==> src/hw/rtl/crc8_checked_word_deframer_unit_assert.svh <==
// Assertion macros shared by the CRC-8 word deframer RTL.
`ifndef CRC8_CHECKED_WORD_DEFRAMER_UNIT_ASSERT_SVH
`define CRC8_CHECKED_WORD_DEFRAMER_UNIT_ASSERT_SVH

// Same-cycle implication, disabled during reset.
`define CWD_ASSERT_IMPL(label, clk, rst_n, ante, cons, msg) \
  label: assert property (@(posedge clk) disable iff (!rst_n) (ante) |-> (cons)) \
    else $error(msg);

// Next-cycle implication, disabled during reset.
`define CWD_ASSERT_NEXT(label, clk, rst_n, ante, cons, msg) \
  label: assert property (@(posedge clk) disable iff (!rst_n) (ante) |=> (cons)) \
    else $error(msg);

`endif

==> src/hw/rtl/cwd_pkg.sv <==
// Package with types, codes and the CRC-8 byte update for the word deframer.
`timescale 1ns / 1ps

package cwd_pkg;

  localparam int unsigned ByteW = 8;
  localparam int unsigned WordW = 16;

  localparam logic [ByteW-1:0] CrcPolyReset = 8'h31;
  localparam logic [ByteW-1:0] CrcInitReset = 8'hFF;

  localparam logic CFG_CRC_POLYNOMIAL = 1'b0;
  localparam logic CFG_CRC_INITIAL    = 1'b1;

  typedef enum logic [1:0] {
    STATUS_OK           = 2'd0,
    STATUS_CRC_MISMATCH = 2'd1,
    STATUS_SHORT_READ   = 2'd2
  } status_e;

  typedef enum logic [1:0] {
    POS_HIGH = 2'd0,
    POS_LOW  = 2'd1,
    POS_CRC  = 2'd2
  } pos_e;

  typedef struct packed {
    logic [ByteW-1:0] crc_poly;
    logic [ByteW-1:0] crc_init;
  } cfg_t;

  typedef struct packed {
    logic [ByteW-1:0] reply_byte;
    logic             end_of_read;
  } in_item_t;

  // One byte through the CRC, MSB first, top bit of the polynomial implied.
  function automatic logic [ByteW-1:0] crc_feed(input logic [ByteW-1:0] crc,
                                                input logic [ByteW-1:0] data,
                                                input logic [ByteW-1:0] poly);
    logic [ByteW-1:0] c;
    c = crc ^ data;
    for (int k = 0; k < ByteW; k++) begin
      if (c[ByteW-1]) begin
        c = {c[ByteW-2:0], 1'b0} ^ poly;
      end else begin
        c = {c[ByteW-2:0], 1'b0};
      end
    end
    return c;
  endfunction

endpackage

==> src/hw/rtl/cwd_stream_if.sv <==
// Valid/ready channel interfaces for reply bytes in and checked words out.
`timescale 1ns / 1ps

interface cwd_in_if;
  logic                       valid;
  logic                       ready;
  logic [cwd_pkg::ByteW-1:0]  reply_byte;
  logic                       end_of_read;

  modport source (output valid, output reply_byte, output end_of_read, input ready);
  modport sink   (input valid, input reply_byte, input end_of_read, output ready);
endinterface

interface cwd_out_if;
  logic                       valid;
  logic                       ready;
  logic [cwd_pkg::WordW-1:0]  word_value;
  cwd_pkg::status_e           status;
  logic                       read_failed;
  logic                       last_of_read;

  modport source (output valid, output word_value, output status, output read_failed,
                  output last_of_read, input ready);
  modport sink   (input valid, input word_value, input status, input read_failed,
                  input last_of_read, output ready);
endinterface

==> src/hw/rtl/cwd_cfg_regs.sv <==
// Configuration registers: CRC polynomial and CRC start value.
`timescale 1ns / 1ps

module cwd_cfg_regs (
  input  logic                      clk_i,
  input  logic                      rst_ni,
  input  logic                      cfg_we_i,
  input  logic                      cfg_index_i,
  input  logic [cwd_pkg::ByteW-1:0] cfg_wdata_i,
  output cwd_pkg::cfg_t             cfg_o
);

  cwd_pkg::cfg_t cfg_q, cfg_d;

  always_comb begin
    cfg_d = cfg_q;
    if (cfg_we_i) begin
      unique case (cfg_index_i)
        cwd_pkg::CFG_CRC_POLYNOMIAL: cfg_d.crc_poly = cfg_wdata_i;
        cwd_pkg::CFG_CRC_INITIAL:    cfg_d.crc_init = cfg_wdata_i;
        default:                     cfg_d = cfg_q;
      endcase
    end
  end

  always_ff @(posedge clk_i or negedge rst_ni) begin
    if (!rst_ni) begin
      cfg_q.crc_poly <= cwd_pkg::CrcPolyReset;
      cfg_q.crc_init <= cwd_pkg::CrcInitReset;
    end else begin
      cfg_q <= cfg_d;
    end
  end

  assign cfg_o = cfg_q;

endmodule

==> src/hw/rtl/cwd_in_stage.sv <==
// Input register stage for reply bytes.
`timescale 1ns / 1ps

module cwd_in_stage (
  input  logic              clk_i,
  input  logic              rst_ni,
  cwd_in_if.sink            in_ch,
  input  logic              pop_i,
  output logic              valid_o,
  output cwd_pkg::in_item_t item_o
);

  logic              valid_q, valid_d;
  cwd_pkg::in_item_t item_q, item_d;
  logic              take;

  assign in_ch.ready = !valid_q || pop_i;
  assign take        = in_ch.valid && in_ch.ready;

  always_comb begin
    valid_d = valid_q;
    item_d  = item_q;
    if (take) begin
      valid_d            = 1'b1;
      item_d.reply_byte  = in_ch.reply_byte;
      item_d.end_of_read = in_ch.end_of_read;
    end else if (pop_i) begin
      valid_d = 1'b0;
    end
  end

  always_ff @(posedge clk_i or negedge rst_ni) begin
    if (!rst_ni) begin
      valid_q <= 1'b0;
    end else begin
      valid_q <= valid_d;
    end
  end

  always_ff @(posedge clk_i) begin
    item_q <= item_d;
  end

  assign valid_o = valid_q;
  assign item_o  = item_q;

endmodule

==> src/hw/rtl/cwd_core.sv <==
// Group tracking, CRC update and result register of the word deframer.
`timescale 1ns / 1ps

module cwd_core (
  input  logic              clk_i,
  input  logic              rst_ni,
  input  cwd_pkg::cfg_t     cfg_i,
  input  logic              valid_i,
  input  cwd_pkg::in_item_t item_i,
  output logic              pop_o,
  cwd_out_if.source         out_ch
);

  cwd_pkg::pos_e             pos_q, pos_d;
  logic [cwd_pkg::ByteW-1:0] high_q, high_d;
  logic [cwd_pkg::ByteW-1:0] low_q, low_d;
  logic [cwd_pkg::ByteW-1:0] crc_q, crc_d;
  logic                      failed_q, failed_d;

  logic                      out_valid_q, out_valid_d;
  logic [cwd_pkg::WordW-1:0] word_q, word_d;
  cwd_pkg::status_e          status_q, status_d;
  logic                      rfail_q, rfail_d;
  logic                      last_q, last_d;

  logic                      fire;
  logic                      bad;
  logic                      has_res;
  logic [cwd_pkg::ByteW-1:0] crc_base;
  logic [cwd_pkg::ByteW-1:0] crc_new;

  assign fire     = valid_i && (!out_valid_q || out_ch.ready);
  assign pop_o    = fire;
  assign crc_base = (pos_q == cwd_pkg::POS_HIGH) ? cfg_i.crc_init : crc_q;
  assign crc_new  = cwd_pkg::crc_feed(crc_base, item_i.reply_byte, cfg_i.crc_poly);
  assign bad      = (crc_q != item_i.reply_byte);

  // Next state
  always_comb begin
    pos_d    = pos_q;
    high_d   = high_q;
    low_d    = low_q;
    crc_d    = crc_q;
    failed_d = failed_q;
    if (fire) begin
      unique case (pos_q)
        cwd_pkg::POS_HIGH: begin
          high_d   = item_i.reply_byte;
          crc_d    = crc_new;
          pos_d    = item_i.end_of_read ? cwd_pkg::POS_HIGH : cwd_pkg::POS_LOW;
          failed_d = item_i.end_of_read ? 1'b0 : failed_q;
        end
        cwd_pkg::POS_LOW: begin
          low_d    = item_i.reply_byte;
          crc_d    = crc_new;
          pos_d    = item_i.end_of_read ? cwd_pkg::POS_HIGH : cwd_pkg::POS_CRC;
          failed_d = item_i.end_of_read ? 1'b0 : failed_q;
        end
        default: begin
          pos_d    = cwd_pkg::POS_HIGH;
          failed_d = item_i.end_of_read ? 1'b0 : (failed_q | bad);
        end
      endcase
    end
  end

  // Result
  always_comb begin
    has_res  = item_i.end_of_read || (pos_q == cwd_pkg::POS_CRC);
    word_d   = word_q;
    status_d = status_q;
    rfail_d  = rfail_q;
    last_d   = last_q;
    if (fire && has_res) begin
      last_d = item_i.end_of_read;
      if (pos_q == cwd_pkg::POS_CRC) begin
        word_d   = {high_q, low_q};
        status_d = bad ? cwd_pkg::STATUS_CRC_MISMATCH : cwd_pkg::STATUS_OK;
        rfail_d  = failed_q | bad;
      end else begin
        word_d   = '0;
        status_d = cwd_pkg::STATUS_SHORT_READ;
        rfail_d  = 1'b1;
      end
    end
    if (fire) begin
      out_valid_d = has_res;
    end else if (out_ch.ready) begin
      out_valid_d = 1'b0;
    end else begin
      out_valid_d = out_valid_q;
    end
  end

  always_ff @(posedge clk_i or negedge rst_ni) begin
    if (!rst_ni) begin
      pos_q       <= cwd_pkg::POS_HIGH;
      failed_q    <= 1'b0;
      out_valid_q <= 1'b0;
    end else begin
      pos_q       <= pos_d;
      failed_q    <= failed_d;
      out_valid_q <= out_valid_d;
    end
  end

  always_ff @(posedge clk_i) begin
    high_q   <= high_d;
    low_q    <= low_d;
    crc_q    <= crc_d;
    word_q   <= word_d;
    status_q <= status_d;
    rfail_q  <= rfail_d;
    last_q   <= last_d;
  end

  assign out_ch.valid        = out_valid_q;
  assign out_ch.word_value   = word_q;
  assign out_ch.status       = status_q;
  assign out_ch.read_failed  = rfail_q;
  assign out_ch.last_of_read = last_q;

endmodule

==> src/hw/rtl/crc8_checked_word_deframer_unit.sv <==
// Top level of the CRC-8 checked word deframer.
`timescale 1ns / 1ps
`include "crc8_checked_word_deframer_unit_assert.svh"

// Takes reply bytes one per transfer in groups of high byte, low byte, CRC-8
// and gives one checked 16-bit word per group, or a short-read result when
// end_of_read comes inside a group. One byte is accepted every cycle unless
// the output stalls: each byte passes through the input register, then the
// unrolled 8-step CRC update and group tracking load the result register.
// The result register frees as its transfer completes, and input stalls only
// while both registers hold an item. The user must write the CRC polynomial
// (index 0) and start value (index 1) only while idle; it is not enforced.
module crc8_checked_word_deframer_unit (
  input  logic                      clk_i,
  input  logic                      rst_ni,
  input  logic                      cfg_we_i,
  input  logic                      cfg_index_i,
  input  logic [cwd_pkg::ByteW-1:0] cfg_wdata_i,
  cwd_in_if.sink                    in_ch,
  cwd_out_if.source                 out_ch
);

  cwd_pkg::cfg_t     cfg;
  logic              s1_valid;
  cwd_pkg::in_item_t s1_item;
  logic              s1_pop;

  cwd_cfg_regs u_cfg_regs (
    .clk_i       (clk_i),
    .rst_ni      (rst_ni),
    .cfg_we_i    (cfg_we_i),
    .cfg_index_i (cfg_index_i),
    .cfg_wdata_i (cfg_wdata_i),
    .cfg_o       (cfg)
  );

  cwd_in_stage u_in_stage (
    .clk_i   (clk_i),
    .rst_ni  (rst_ni),
    .in_ch   (in_ch),
    .pop_i   (s1_pop),
    .valid_o (s1_valid),
    .item_o  (s1_item)
  );

  cwd_core u_core (
    .clk_i   (clk_i),
    .rst_ni  (rst_ni),
    .cfg_i   (cfg),
    .valid_i (s1_valid),
    .item_i  (s1_item),
    .pop_o   (s1_pop),
    .out_ch  (out_ch)
  );

  `CWD_ASSERT_IMPL(a_short_read_fields, clk_i, rst_ni,
    out_ch.valid && (out_ch.status == cwd_pkg::STATUS_SHORT_READ),
    out_ch.read_failed && out_ch.last_of_read && (out_ch.word_value == '0),
    "short-read result with bad fields")
  `CWD_ASSERT_IMPL(a_mismatch_fails_read, clk_i, rst_ni,
    out_ch.valid && (out_ch.status == cwd_pkg::STATUS_CRC_MISMATCH),
    out_ch.read_failed, "crc mismatch without read_failed")
  `CWD_ASSERT_IMPL(a_full_blocks_input, clk_i, rst_ni,
    s1_valid && out_ch.valid && !out_ch.ready, !in_ch.ready,
    "input accepted while both stages are held")
  `CWD_ASSERT_NEXT(a_pop_frees_stage, clk_i, rst_ni,
    s1_pop && !(in_ch.valid && in_ch.ready), !s1_valid,
    "input stage still full after its item moved on")

endmodule
==> src/flat_wrapper.sv <==
// flat-port wrapper written by rule: the top's interface ports become plain ports
module crc8_checked_word_deframer_unit_flat 
  (clk_i, rst_ni, cfg_we_i, cfg_index_i, cfg_wdata_i, in_ch_valid, in_ch_reply_byte, in_ch_end_of_read, in_ch_ready, out_ch_valid, out_ch_word_value, out_ch_status, out_ch_read_failed, out_ch_last_of_read, out_ch_ready);
  cwd_in_if in_ch_i ();
  cwd_out_if out_ch_i ();
  input  logic clk_i;
  input  logic rst_ni;
  input  logic cfg_we_i;
  input  logic cfg_index_i;
  input  logic [cwd_pkg::ByteW-1:0] cfg_wdata_i;
  input wire logic [$bits(in_ch_i.valid)-1:0] in_ch_valid;
  input wire logic [$bits(in_ch_i.reply_byte)-1:0] in_ch_reply_byte;
  input wire logic [$bits(in_ch_i.end_of_read)-1:0] in_ch_end_of_read;
  output wire logic [$bits(in_ch_i.ready)-1:0] in_ch_ready;
  output wire logic [$bits(out_ch_i.valid)-1:0] out_ch_valid;
  output wire logic [$bits(out_ch_i.word_value)-1:0] out_ch_word_value;
  output wire logic [$bits(out_ch_i.status)-1:0] out_ch_status;
  output wire logic [$bits(out_ch_i.read_failed)-1:0] out_ch_read_failed;
  output wire logic [$bits(out_ch_i.last_of_read)-1:0] out_ch_last_of_read;
  input wire logic [$bits(out_ch_i.ready)-1:0] out_ch_ready;
  assign in_ch_i.valid = in_ch_valid;
  assign in_ch_i.reply_byte = in_ch_reply_byte;
  assign in_ch_i.end_of_read = in_ch_end_of_read;
  assign in_ch_ready = in_ch_i.ready;
  assign out_ch_valid = out_ch_i.valid;
  assign out_ch_word_value = out_ch_i.word_value;
  assign out_ch_status = out_ch_i.status;
  assign out_ch_read_failed = out_ch_i.read_failed;
  assign out_ch_last_of_read = out_ch_i.last_of_read;
  assign out_ch_i.ready = out_ch_ready;
  crc8_checked_word_deframer_unit u_core (.clk_i(clk_i), .rst_ni(rst_ni), .cfg_we_i(cfg_we_i), .cfg_index_i(cfg_index_i), .cfg_wdata_i(cfg_wdata_i), .in_ch(in_ch_i), .out_ch(out_ch_i));
endmodule
==> config.mk <==
export PLATFORM = sky130hd
export DESIGN_NAME = crc8_checked_word_deframer_unit_flat
export DESIGN_NICKNAME = d
export VERILOG_FILES = /design/src/hw/rtl/cwd_pkg.sv /design/src/hw/rtl/cwd_stream_if.sv /design/src/hw/rtl/cwd_cfg_regs.sv /design/src/hw/rtl/cwd_in_stage.sv /design/src/hw/rtl/cwd_core.sv /design/src/hw/rtl/crc8_checked_word_deframer_unit.sv /design/src/flat_wrapper.sv
export VERILOG_INCLUDE_DIRS = /design/src /design/src/hw/rtl
export SDC_FILE = /design/constraint.sdc
export NUM_CORES = 1
export LEC_CHECK = 0
export BUFFER_PORTS_ARGS = -buffer_cell sky130_fd_sc_hd__buf_2
export CAP_MARGIN = 10
export CORE_MARGIN = 4
export CORE_UTILIZATION = 40
export CTS_CLUSTER_SIZE = 20
export DETAILED_ROUTE_END_ITERATION = 8
export PLACE_DENSITY = 0.57
export SYNTH_ARGS = -nofsm -noshare
export SYNTH_HDL_FRONTEND = slang
export SYNTH_SLANG_ARGS = --single-unit
==> constraint.sdc <==
create_clock -name clk_i -period 4.7 [get_ports clk_i]
set_input_delay 0.705 -clock clk_i [delete_from_list [all_inputs] [get_ports clk_i]]
set_output_delay 0.705 -clock clk_i [all_outputs]
set_load 0.005 [all_outputs]
**Word-level counts from Yosys, hierarchy flattened**

Index checks and enable logic that the tools add are counted.
Widths: inputs -> output; s select.

- Bits of input ports: 23
- Output and inout bits: 22
- Flip-flop bits (word level): 74

- Bitwise operators: 11
- Eq/ne operators: 4
- Multiplexer cells: 20
- Reductions and logical operators: 18

Operator list:

| operator | count |
|---|---|
| $mux 8 | 9 |
| $xor 8x8->8 | 9 |
| $reduce_and 2->1 | 6 |
| $mux 1 | 9 |
| $ne 8x8->1 | 1 |
| $pmux 2 s2 | 1 |
| $reduce_bool 2->1 | 2 |
| $logic_and 1x1->1 | 3 |
| $logic_or 1x1->1 | 3 |
| $eq 2x1->1 const B | 1 |
| $eq 2x2->1 const B | 1 |
| $logic_not 1->1 | 2 |
| $logic_not 2->1 | 1 |
| $mux 2 | 1 |
| $ne 2x1->1 const B | 1 |
| $reduce_or 2->1 | 1 |
| $not 1->1 | 1 |
| $or 1x1->1 | 1 |

**Depth between registers and ports, before layout**

Gate-level depths: netlist (run 1).

- Depth after elaboration: 19
- Mapped depth: 15

**Hierarchy**

A second synthesis (run 1) with hierarchy kept.

- Cell total of the unflattened synthesis: 410
- Area, all modules: 4461.8 µm²

Modules (own cells, without submodules):

| module | cells an instance | instances | area an instance (µm²) | sequential area each (µm²) |
|---|---|---|---|---|
| cwd_core | 362 | 1 | 3482.1 | 1421.4 |
| cwd_cfg_regs | 35 | 1 | 655.6 | 414.1 |
| cwd_in_stage | 13 | 1 | 324.1 | 295.3 |

**Worst setup path after synthesis (run 1)**

No wires, ideal clock.

- Path type: reg2reg
- Start point: reg u_core.u_cfg_regs.cfg_q, in the netlist u_core.u_cfg_regs.cfg_o[7]
- End point: reg u_core.u_core.crc_q[6] (netlist name), data pin
- Data required time: 4442 ps
- Cell stages (with the launch flop): 14
- Arrival time: 3886 ps
- Path slack: 557 ps
- Library setup time: 258 ps
- Clock period less this slack: 4143 ps
- Cell sequence: dfstp_2 or3b_4 a21bo_2 a2111oi_2 a31oi_1 a221oi_1 o221ai_1 o21bai_1 o21ai_1 mux2_2 a21oi_2 mux2i_1 xnor3_1 xnor2_1

- Word-level cells in the longest chain between the ends: 16
- Elaborated cells between the ends (all ways): 17

RTL lines:

| element | RTL line | RTL |
|---|---|---|
| start, declared | cwd_cfg_regs.sv:13 | `cwd_pkg::cfg_t cfg_q, cfg_d;` |
| start signal, assigned | cwd_cfg_regs.sv:31 | `cfg_q <= cfg_d;` |
| $mux 8 * | cwd_core.sv:34 | `assign crc_base = (pos_q == cwd_pkg::POS_HIGH) ? cfg_i.crc_init : crc_q;` |
| $xor 8x8->8 * | cwd_pkg.sv:42 | `c = crc ^ data;` |
| $mux 8 * (2 in a row) | cwd_pkg.sv:44 | `if (c[ByteW-1]) begin` |
| $xor 8x8->8 or $mux 8 (tied branches) | cwd_pkg.sv:45, cwd_pkg.sv:44 |  |
| $mux 8 * | cwd_pkg.sv:44 |  |
| $xor 8x8->8 or $mux 8 (tied branches) | cwd_pkg.sv:45, cwd_pkg.sv:44 |  |
| $mux 8 * | cwd_pkg.sv:44 |  |
| $xor 8x8->8 or $mux 8 (tied branches) | cwd_pkg.sv:45, cwd_pkg.sv:44 |  |
| $mux 8 * | cwd_pkg.sv:44 |  |
| $xor 8x8->8 or $mux 8 (tied branches) | cwd_pkg.sv:45, cwd_pkg.sv:44 |  |
| $mux 8 * | cwd_pkg.sv:44 |  |
| $xor 8x8->8 or $mux 8 (tied branches) | cwd_pkg.sv:45, cwd_pkg.sv:44 |  |
| $mux 8 * | cwd_pkg.sv:44 |  |
| $xor 8x8->8 or $mux 8 (tied branches) | cwd_pkg.sv:45, cwd_pkg.sv:44 |  |
| $mux 8 * | cwd_pkg.sv:44 |  |
| named net u_core.u_core.crc_new, one bit | cwd_core.sv:30 | `logic [cwd_pkg::ByteW-1:0] crc_new;` |
| end signal, assigned | cwd_core.sv:110 | `crc_q <= crc_d;` |
| end, declared | cwd_core.sv:17 | `logic [cwd_pkg::ByteW-1:0] crc_q, crc_d;` |

The timed path passes the listed nets; every way through them passes the cells marked *.
A chain may end at the register's enable or synchronous reset.

**Worst setup path in the final report (run 1)**

Ends and elaborated chain as after synthesis.

==> flow_summary.json, run 1 <==
{
  "skew_ns": 0.0105,
  "hp-class": "input pin to async pin",
  "cp-end-kind": "flip-flop",
  "cts_tree": "yes",
  "port_buffers": 44,
  "synthArstFlopShare": 0.284,
  "cts.sink_count": 74,
  "drt.antenna.violating_nets": 0,
  "reg2reg_from": "u_core.u_cfg_regs.cfg_o[7]$_DFFE_PN1P_",
  "synth_edf_count": 53,
  "hpwl_mm": 7.92,
  "cts_buffers": 9,
  "rows": 38,
  "synthSimpleGateAreaFrac": 0.165,
  "slew_viol_final": 0,
  "path_buf_inv": 0,
  "worstSetupPathType": "flip-flop to flip-flop",
  "synthXorXnorAreaFrac": 0.135,
  "synthFlopType": "edfxtp_1",
  "p_leak_nw": 2.09,
  "n_antenna_cell": 0,
  "grt_max_degree": 22,
  "nNetsFinal": 480,
  "max_freq_mhz": 223,
  "cp_cell_sequence": "or3b_4 -> and3b_1 -> o311ai_0 -> o32ai_1 -> a311oi_2 -> o221ai_1 -> o21bai_1 -> o21ai_1 -> mux2_2 -> a21oi_2 -> mux2i_1 -> xnor3_1 -> xnor2_1",
  "r2r_end": "u_core.u_core.crc_q[6]$_DFFE_PP_",
  "slew_headroom": 0.254,
  "final_area_mm2": 0.00528,
  "synth.yosys.seq_area_share": 0.467,
  "gp_congestion": 0.869,
  "combPwrFrac": 0.624,
  "start_util": 0.415,
  "clk_root_buffer_cell": "clkbuf_16",
  "swShare": 0.388,
  "grt_antenna_before_repair": 0,
  "crit_fanout": 6,
  "cts.reportedPaths.clkPinSlew_ns": 0.06,
  "cts_buffer_depth": 2,
  "avgRoutedWirePerCell_um": 18.0,
  "drive_above_1_share": 0.292,
  "clk-insertion-delay-late_ns": 0.33,
  "fp.dieW_um": 115,
  "synth_area_leaders": "edfxtp_1 35%, dfstp_2 6.3%, dfrtp_1 5.5%",
  "ioPinCount": 45,
  "r2r_cells": 13,
  "arrival_ns": 4.55,
  "grt.overflow.total": 0,
  "dieArea_mm2": 0.0132,
  "cp_slowest_cell": "dfstp_2",
  "crit_family": "compound AO/OA/AOI/OAI gates",
  "seqPwrFrac": 0.232,
  "netlist_instances": 408,
  "finalCritPeriodShare": 0.952,
  "finalSetupTns_ns": 0,
  "cap_violations": 0,
  "hold_buffers": 0,
  "powerDensity_mw_per_mm2": 864,
  "synth_top_family_by_area": "simple AND/OR/NAND/NOR gates",
  "area_growth_pct": 15.9,
  "worst_ep_required_time_ns": 4.78,
  "yosysTopAreaCell": "edfxtp_1",
  "status": "finished, final reports clean",
  "synthTopCellsByCount": "60 x nand2_1, 53 x edfxtp_1, 24 x xnor2_1, 20 x and2_1, 18 x o21ai_0",
  "fp.dieH_um": 115,
  "grt_usage": 0.169,
  "fp.coreArea_mm2": 0.0110,
  "place_area_mm2": 0.00495,
  "p_switching_mw": 1.77,
  "tightest_slew_ns": 1.11,
  "wl_mm": 10.8,
  "avgSynthCellArea_um2": 11.2,
  "setup-violations-final": 0,
  "synth_fa_ha_area_frac": 0,
  "cp-start-kind": "flip-flop",
  "pwr-share-clk": 0.143,
  "hold_violations": 0,
  "synth.distinct_cells": 72,
  "synthMuxAreaShare": 0.0497,
  "rsz0062_at_grt": "true",
  "synth_nets": 431,
  "irDropWorstVdd_v": 0.000655,
  "ctsHtreeMaxLevel": 3,
  "reg2reg_slack_ns": 0.22,
  "yosysMostFrequentCell": "nand2_1",
  "grt_pass1_vias": 3244,
  "internal-power_mw": 2.79,
  "syn_area_mm2": 0.00456,
  "vias": 3318,
  "min_period_ns": 4.48,
  "dr.pass1.iters": 4,
  "drc_errors": 0,
  "yosysWarningCount": 0,
  "drt-initial-drc-count": 290,
  "ys_ff_latch": 74,
  "grt_pass1_wl_mm": 17.6,
  "hold_ws_ns": 0.340,
  "synth_top_area_frac": 0.349,
  "slowest_delay_ns": 0.53,
  "synth-compound-area-share": 0.155,
  "routed_via_density": 5.51
}
[metal layers]
| layer | track usage | share of wire |
|---|---|---|
| met4 | 0.0383 | 0.013 |
| met3 | 0.0279 | 0.046 |
| met1 | 0.240 | 0.47 |
| met2 | 0.275 | 0.47 |
| met5 | 0 | 0 |
[cells in the final DEF (no fill, tap or decap), drive strengths merged, types with 11 or more instances in the layout]
| cell type | instances |
|---|---|
| dfstp | 11 |
| edfxtp | 53 |
| nand2 | 61 |
| nor2 | 18 |
| o21ai | 22 |
| buf | 58 |
| xnor2 | 26 |
| mux2 | 13 |
| and2 | 20 |
| xor2 | 17 |
[flip-flops by register name (all words and copies together), names as in the netlist]
name and cells:
u_core.u_core.out_ch.read_failed 1, u_core.u_in_stage.valid_o 1, u_core.u_core.out_ch.last_of_read 1, u_core.u_core.failed_q 1, u_core.u_core.out_ch.word_value 16, u_core.u_core.high_q 8, u_core.u_in_stage.item_o 9, u_core.u_core.out_ch.status 2
u_core.u_core.pos_q 2, u_core.u_core.crc_q 8, u_core.u_core.out_ch.valid 1, u_core.u_core.low_q 8, u_core.u_cfg_regs.cfg_o 16
[through the flow]
stage	instances	setup slack, ns	power [mW]	util
3_3_place_gp	585	0.184	3.81	0.451
2_1_floorplan	408	0.557	3.27	-
6_report	602	0.223	4.56	0.481
3_5_place_dp	585	0.128	3.87	0.451
5_1_grt	602	-0.0354	4.89	0.481
4_1_cts	601	0.118	4.54	0.477
[area by class of cell]
cell class              instances  area [um2]
well taps                     140         175
repair buffers                 58         325
flip-flops and latches         74        2130
multi-input cells             307        2340
inverters                       7        26.3
clock buffers                   9         225
clock inverters                 7        58.8
fillers                      1012        5700
[logic make-up after synthesis]
kind of cell           count (synthesis)
AO/OA/AOI/OAI                         88
multiplexers                          21
AND/OR/NAND/NOR                      145
XOR/XNOR                              53
flip-flops                            74
buffers and inverters                 27
[worst max path at each step]
stage / cells after the start / end / slack [ns] / startpoint
2_1_floorplan: 13 / u_core.u_core.crc_q[6]$_DFFE_PP_ / 0.56 / u_core.u_cfg_regs.cfg_o[7]$_DFFE_PN1P_
3_3_place_gp: 13 / u_core.u_core.crc_q[6]$_DFFE_PP_ / 0.18 / u_core.u_cfg_regs.cfg_o[7]$_DFFE_PN1P_
3_5_place_dp: 13 / u_core.u_core.crc_q[6]$_DFFE_PP_ / 0.13 / u_core.u_cfg_regs.cfg_o[7]$_DFFE_PN1P_
4_1_cts: 13 / u_core.u_core.crc_q[6]$_DFFE_PP_ / 0.12 / u_core.u_cfg_regs.cfg_o[7]$_DFFE_PN1P_
5_1_grt: 13 / u_core.u_core.crc_q[6]$_DFFE_PP_ / -0.04 / u_core.u_cfg_regs.cfg_o[7]$_DFFE_PN1P_
6_report: 13 / u_core.u_core.crc_q[6]$_DFFE_PP_ / 0.22 / u_core.u_cfg_regs.cfg_o[7]$_DFFE_PN1P_
[power by group through the flow]
stage | clock network, mW | logic [mW] | registers (mW)
final | 0.654 | 2.85 | 1.06
after global routing | 0.702 | 3.12 | 1.07
after CTS | 0.662 | 2.82 | 1.06
after detailed placement | 0 | 2.80 | 1.07
after global placement | 0 | 2.75 | 1.07
after floorplan | 0 | 2.25 | 1.01
[timing repair]
item | in CTS | in global routing
setup buffers | 0 | 1
endpoints found under the setup margin | 0 | 7
gates resized for setup | 0 | 9
Power figures use the tool's default switching activity.
==> run 2, diff against run 1 <==
- CTS_BUF_LIST: default -> sky130_fd_sc_hd__clkbuf_8
- clock period: 4.7 -> 5.7 ns (I/O delays scaled with it)
==> run 2 against run 1 <==
Against the previous run: sequential cell count unchanged; first-iteration DRC count fell by 33%; total power decreased by 22%; largest cell class unchanged; global-route usage shrank 0.49 points; fmax decreased by 9.9%; die area stayed put; clock-buffer cell count unchanged; setup slack improved by 0.51 ns; clock power fell by 30%; via count rose by 0.60%; sequential power fell by 17%.
==> flow_summary.json, run 2 (synthesized netlist as in run 1, its figures left out) <==
{
  "status": "finished, final reports clean",
  "powerDensity_mw_per_mm2": 694,
  "area_growth_pct": 11.9,
  "cts_buffer_depth": 2,
  "fin_total_pwr_mw": 3.54,
  "drt-initial-drc-count": 194,
  "slew_headroom": 0.336,
  "rsz0062_at_grt": "false",
  "hold_buffers": 0,
  "reg2reg_slack_ns": 0.73,
  "cap_violations": 0,
  "finalSetupTns_ns": 0,
  "setup-violations-final": 0,
  "start_util": 0.415,
  "cp-end-kind": "flip-flop",
  "regArea_mm2": 0.00213,
  "grt_usage": 0.165,
  "drive_above_1_share": 0.255,
  "cts.sink_count": 74,
  "hold_violations": 0,
  "dr.pass1.iters": 5,
  "place_ws_ns": 0.742,
  "dieArea_mm2": 0.0132,
  "layout_common_cells": "60 x nand2_1, 53 x edfxtp_1, 44 x buf_2",
  "nNetsFinal": 469,
  "n_antenna_cell": 0,
  "wl_mm": 10.6,
  "max_freq_mhz": 201,
  "drc_errors": 0,
  "hpwl_mm": 7.76,
  "cts_tree": "yes",
  "worstSetupPathType": "flip-flop to flip-flop",
  "worst_ep_required_time_ns": 5.79,
  "grt_pass1_vias": 3197,
  "finalCritPeriodShare": 0.872,
  "vias": 3338,
  "port_buffers": 44,
  "fp.coreArea_mm2": 0.0110,
  "min_period_ns": 4.97,
  "p_leak_nw": 2.00,
  "grt.overflow.total": 0,
  "crit_fanout": 14,
  "hp-class": "input pin to async pin",
  "crit_start": "u_core.u_core.pos_q[0]$_DFFE_PN0P_",
  "routed_via_density": 5.65,
  "grt_max_degree": 29,
  "ioPinCount": 45,
  "tightest_slew_ns": 0.994,
  "final_core_util": 0.465,
  "skew_ns": 0.0133,
  "r2r_cells": 13,
  "clk_root_buffer_cell": "clkbuf_8",
  "multi_input_area_mm2": 0.00230,
  "irDropWorstVdd_v": 0.000524,
  "fp.dieH_um": 115,
  "clk-insertion-delay-late_ns": 0.34,
  "fillCellCount": 999,
  "grt_antenna_before_repair": 0,
  "cts_buffers": 9,
  "cp-start-kind": "flip-flop",
  "cts.repair.resized": 0,
  "final_common_cell": "nand2_1",
  "arrival_ns": 5.06,
  "reg2reg_from": "u_core.u_core.pos_q[0]$_DFFE_PN0P_",
  "rows": 38,
  "cts.reportedPaths.clkPinSlew_ns": 0.09,
  "fin_ws_ns": 0.730,
  "worstSetupEndpoint": "u_core.u_core.crc_q[7]$_DFFE_PP_",
  "fp.dieW_um": 115,
  "gp_congestion": 0.846,
  "grt_pass1_wl_mm": 16.9,
  "ctsHtreeMaxLevel": 3,
  "r2r_end": "u_core.u_core.crc_q[7]$_DFFE_PP_",
  "drt.antenna.violating_nets": 0,
  "post_cts_buffers": 0,
  "slew_viol_final": 0,
  "avgRoutedWirePerCell_um": 17.9
}
[run 2: area by class of cell]
cell class | instances | share of cell area
clock buffers | 9 | 0.0243
clock inverters | 7 | 0.0194
inverters | 7 | 0.00515
well taps | 140 | 0.0343
repair buffers | 47 | 0.0476
multi-input cells | 307 | 0.452
flip-flops and latches | 74 | 0.418
[run 2: routing by layer]
metal	track usage	part of all wire	vias up
met5	0	0	-
met4	0.0469	0.013	0
met3	0.0295	0.051	12
met2	0.266	0.48	104
met1	0.228	0.46	1647
li1	-	-	1575
[run 2: critical path, cell delays in order, from the launching register on]
cell and delay (ns):
dfrtp_1 0.53, or3b_4 0.49, a21bo_2 0.27, a2111oi_2 0.40, a31oi_1 0.14, a22oi_2 0.61, o211ai_1 0.20, a31oi_2 0.31
xnor3_1 0.32, nor4_1 0.36, a221oi_2 0.13, xnor2_2 0.45, nand2_1 0.10, xnor3_1 0.37
[run 2: report_power, final]
group	switching [mW]	internal (mW)
clock network	0.209	0.250
logic	1.10	1.10
registers	0.0966	0.785
total	1.41	2.13
[run 2: how the worst min path moves through the flow]
stage                                                startpoint                                                end  slack, ns  cells after the start
after detailed placement      u_core.u_core.high_q[5]$_DFFE_PP_  u_core.u_core.out_ch.word_value[13]$_SDFFCE_PN0P_       0.50                      1
after global routing                                     rst_ni            u_core.u_cfg_regs.cfg_o[14]$_DFFE_PN0P_       0.50                      1
after floorplan           u_core.u_in_stage.item_o[0]$_DFFE_PP_                 u_core.u_core.failed_q$_DFFE_PN0P_       0.48                      1
after CTS                                                rst_ni            u_core.u_cfg_regs.cfg_o[14]$_DFFE_PN0P_       0.48                      1
after global placement         u_core.u_core.low_q[2]$_DFFE_PP_   u_core.u_core.out_ch.word_value[2]$_SDFFCE_PN0P_       0.50                      1
final                                                    rst_ni            u_core.u_cfg_regs.cfg_o[15]$_DFFE_PN0P_       0.47                      1
[run 2: through the flow]
stage	hold slack [ns]	instances	area, um2
finish	0.467	591	5100
global route	0.496	591	5100
CTS	0.479	590	5090
detailed placement	0.505	574	4870
global placement	0.502	574	4870
floorplan	0.481	408	4560
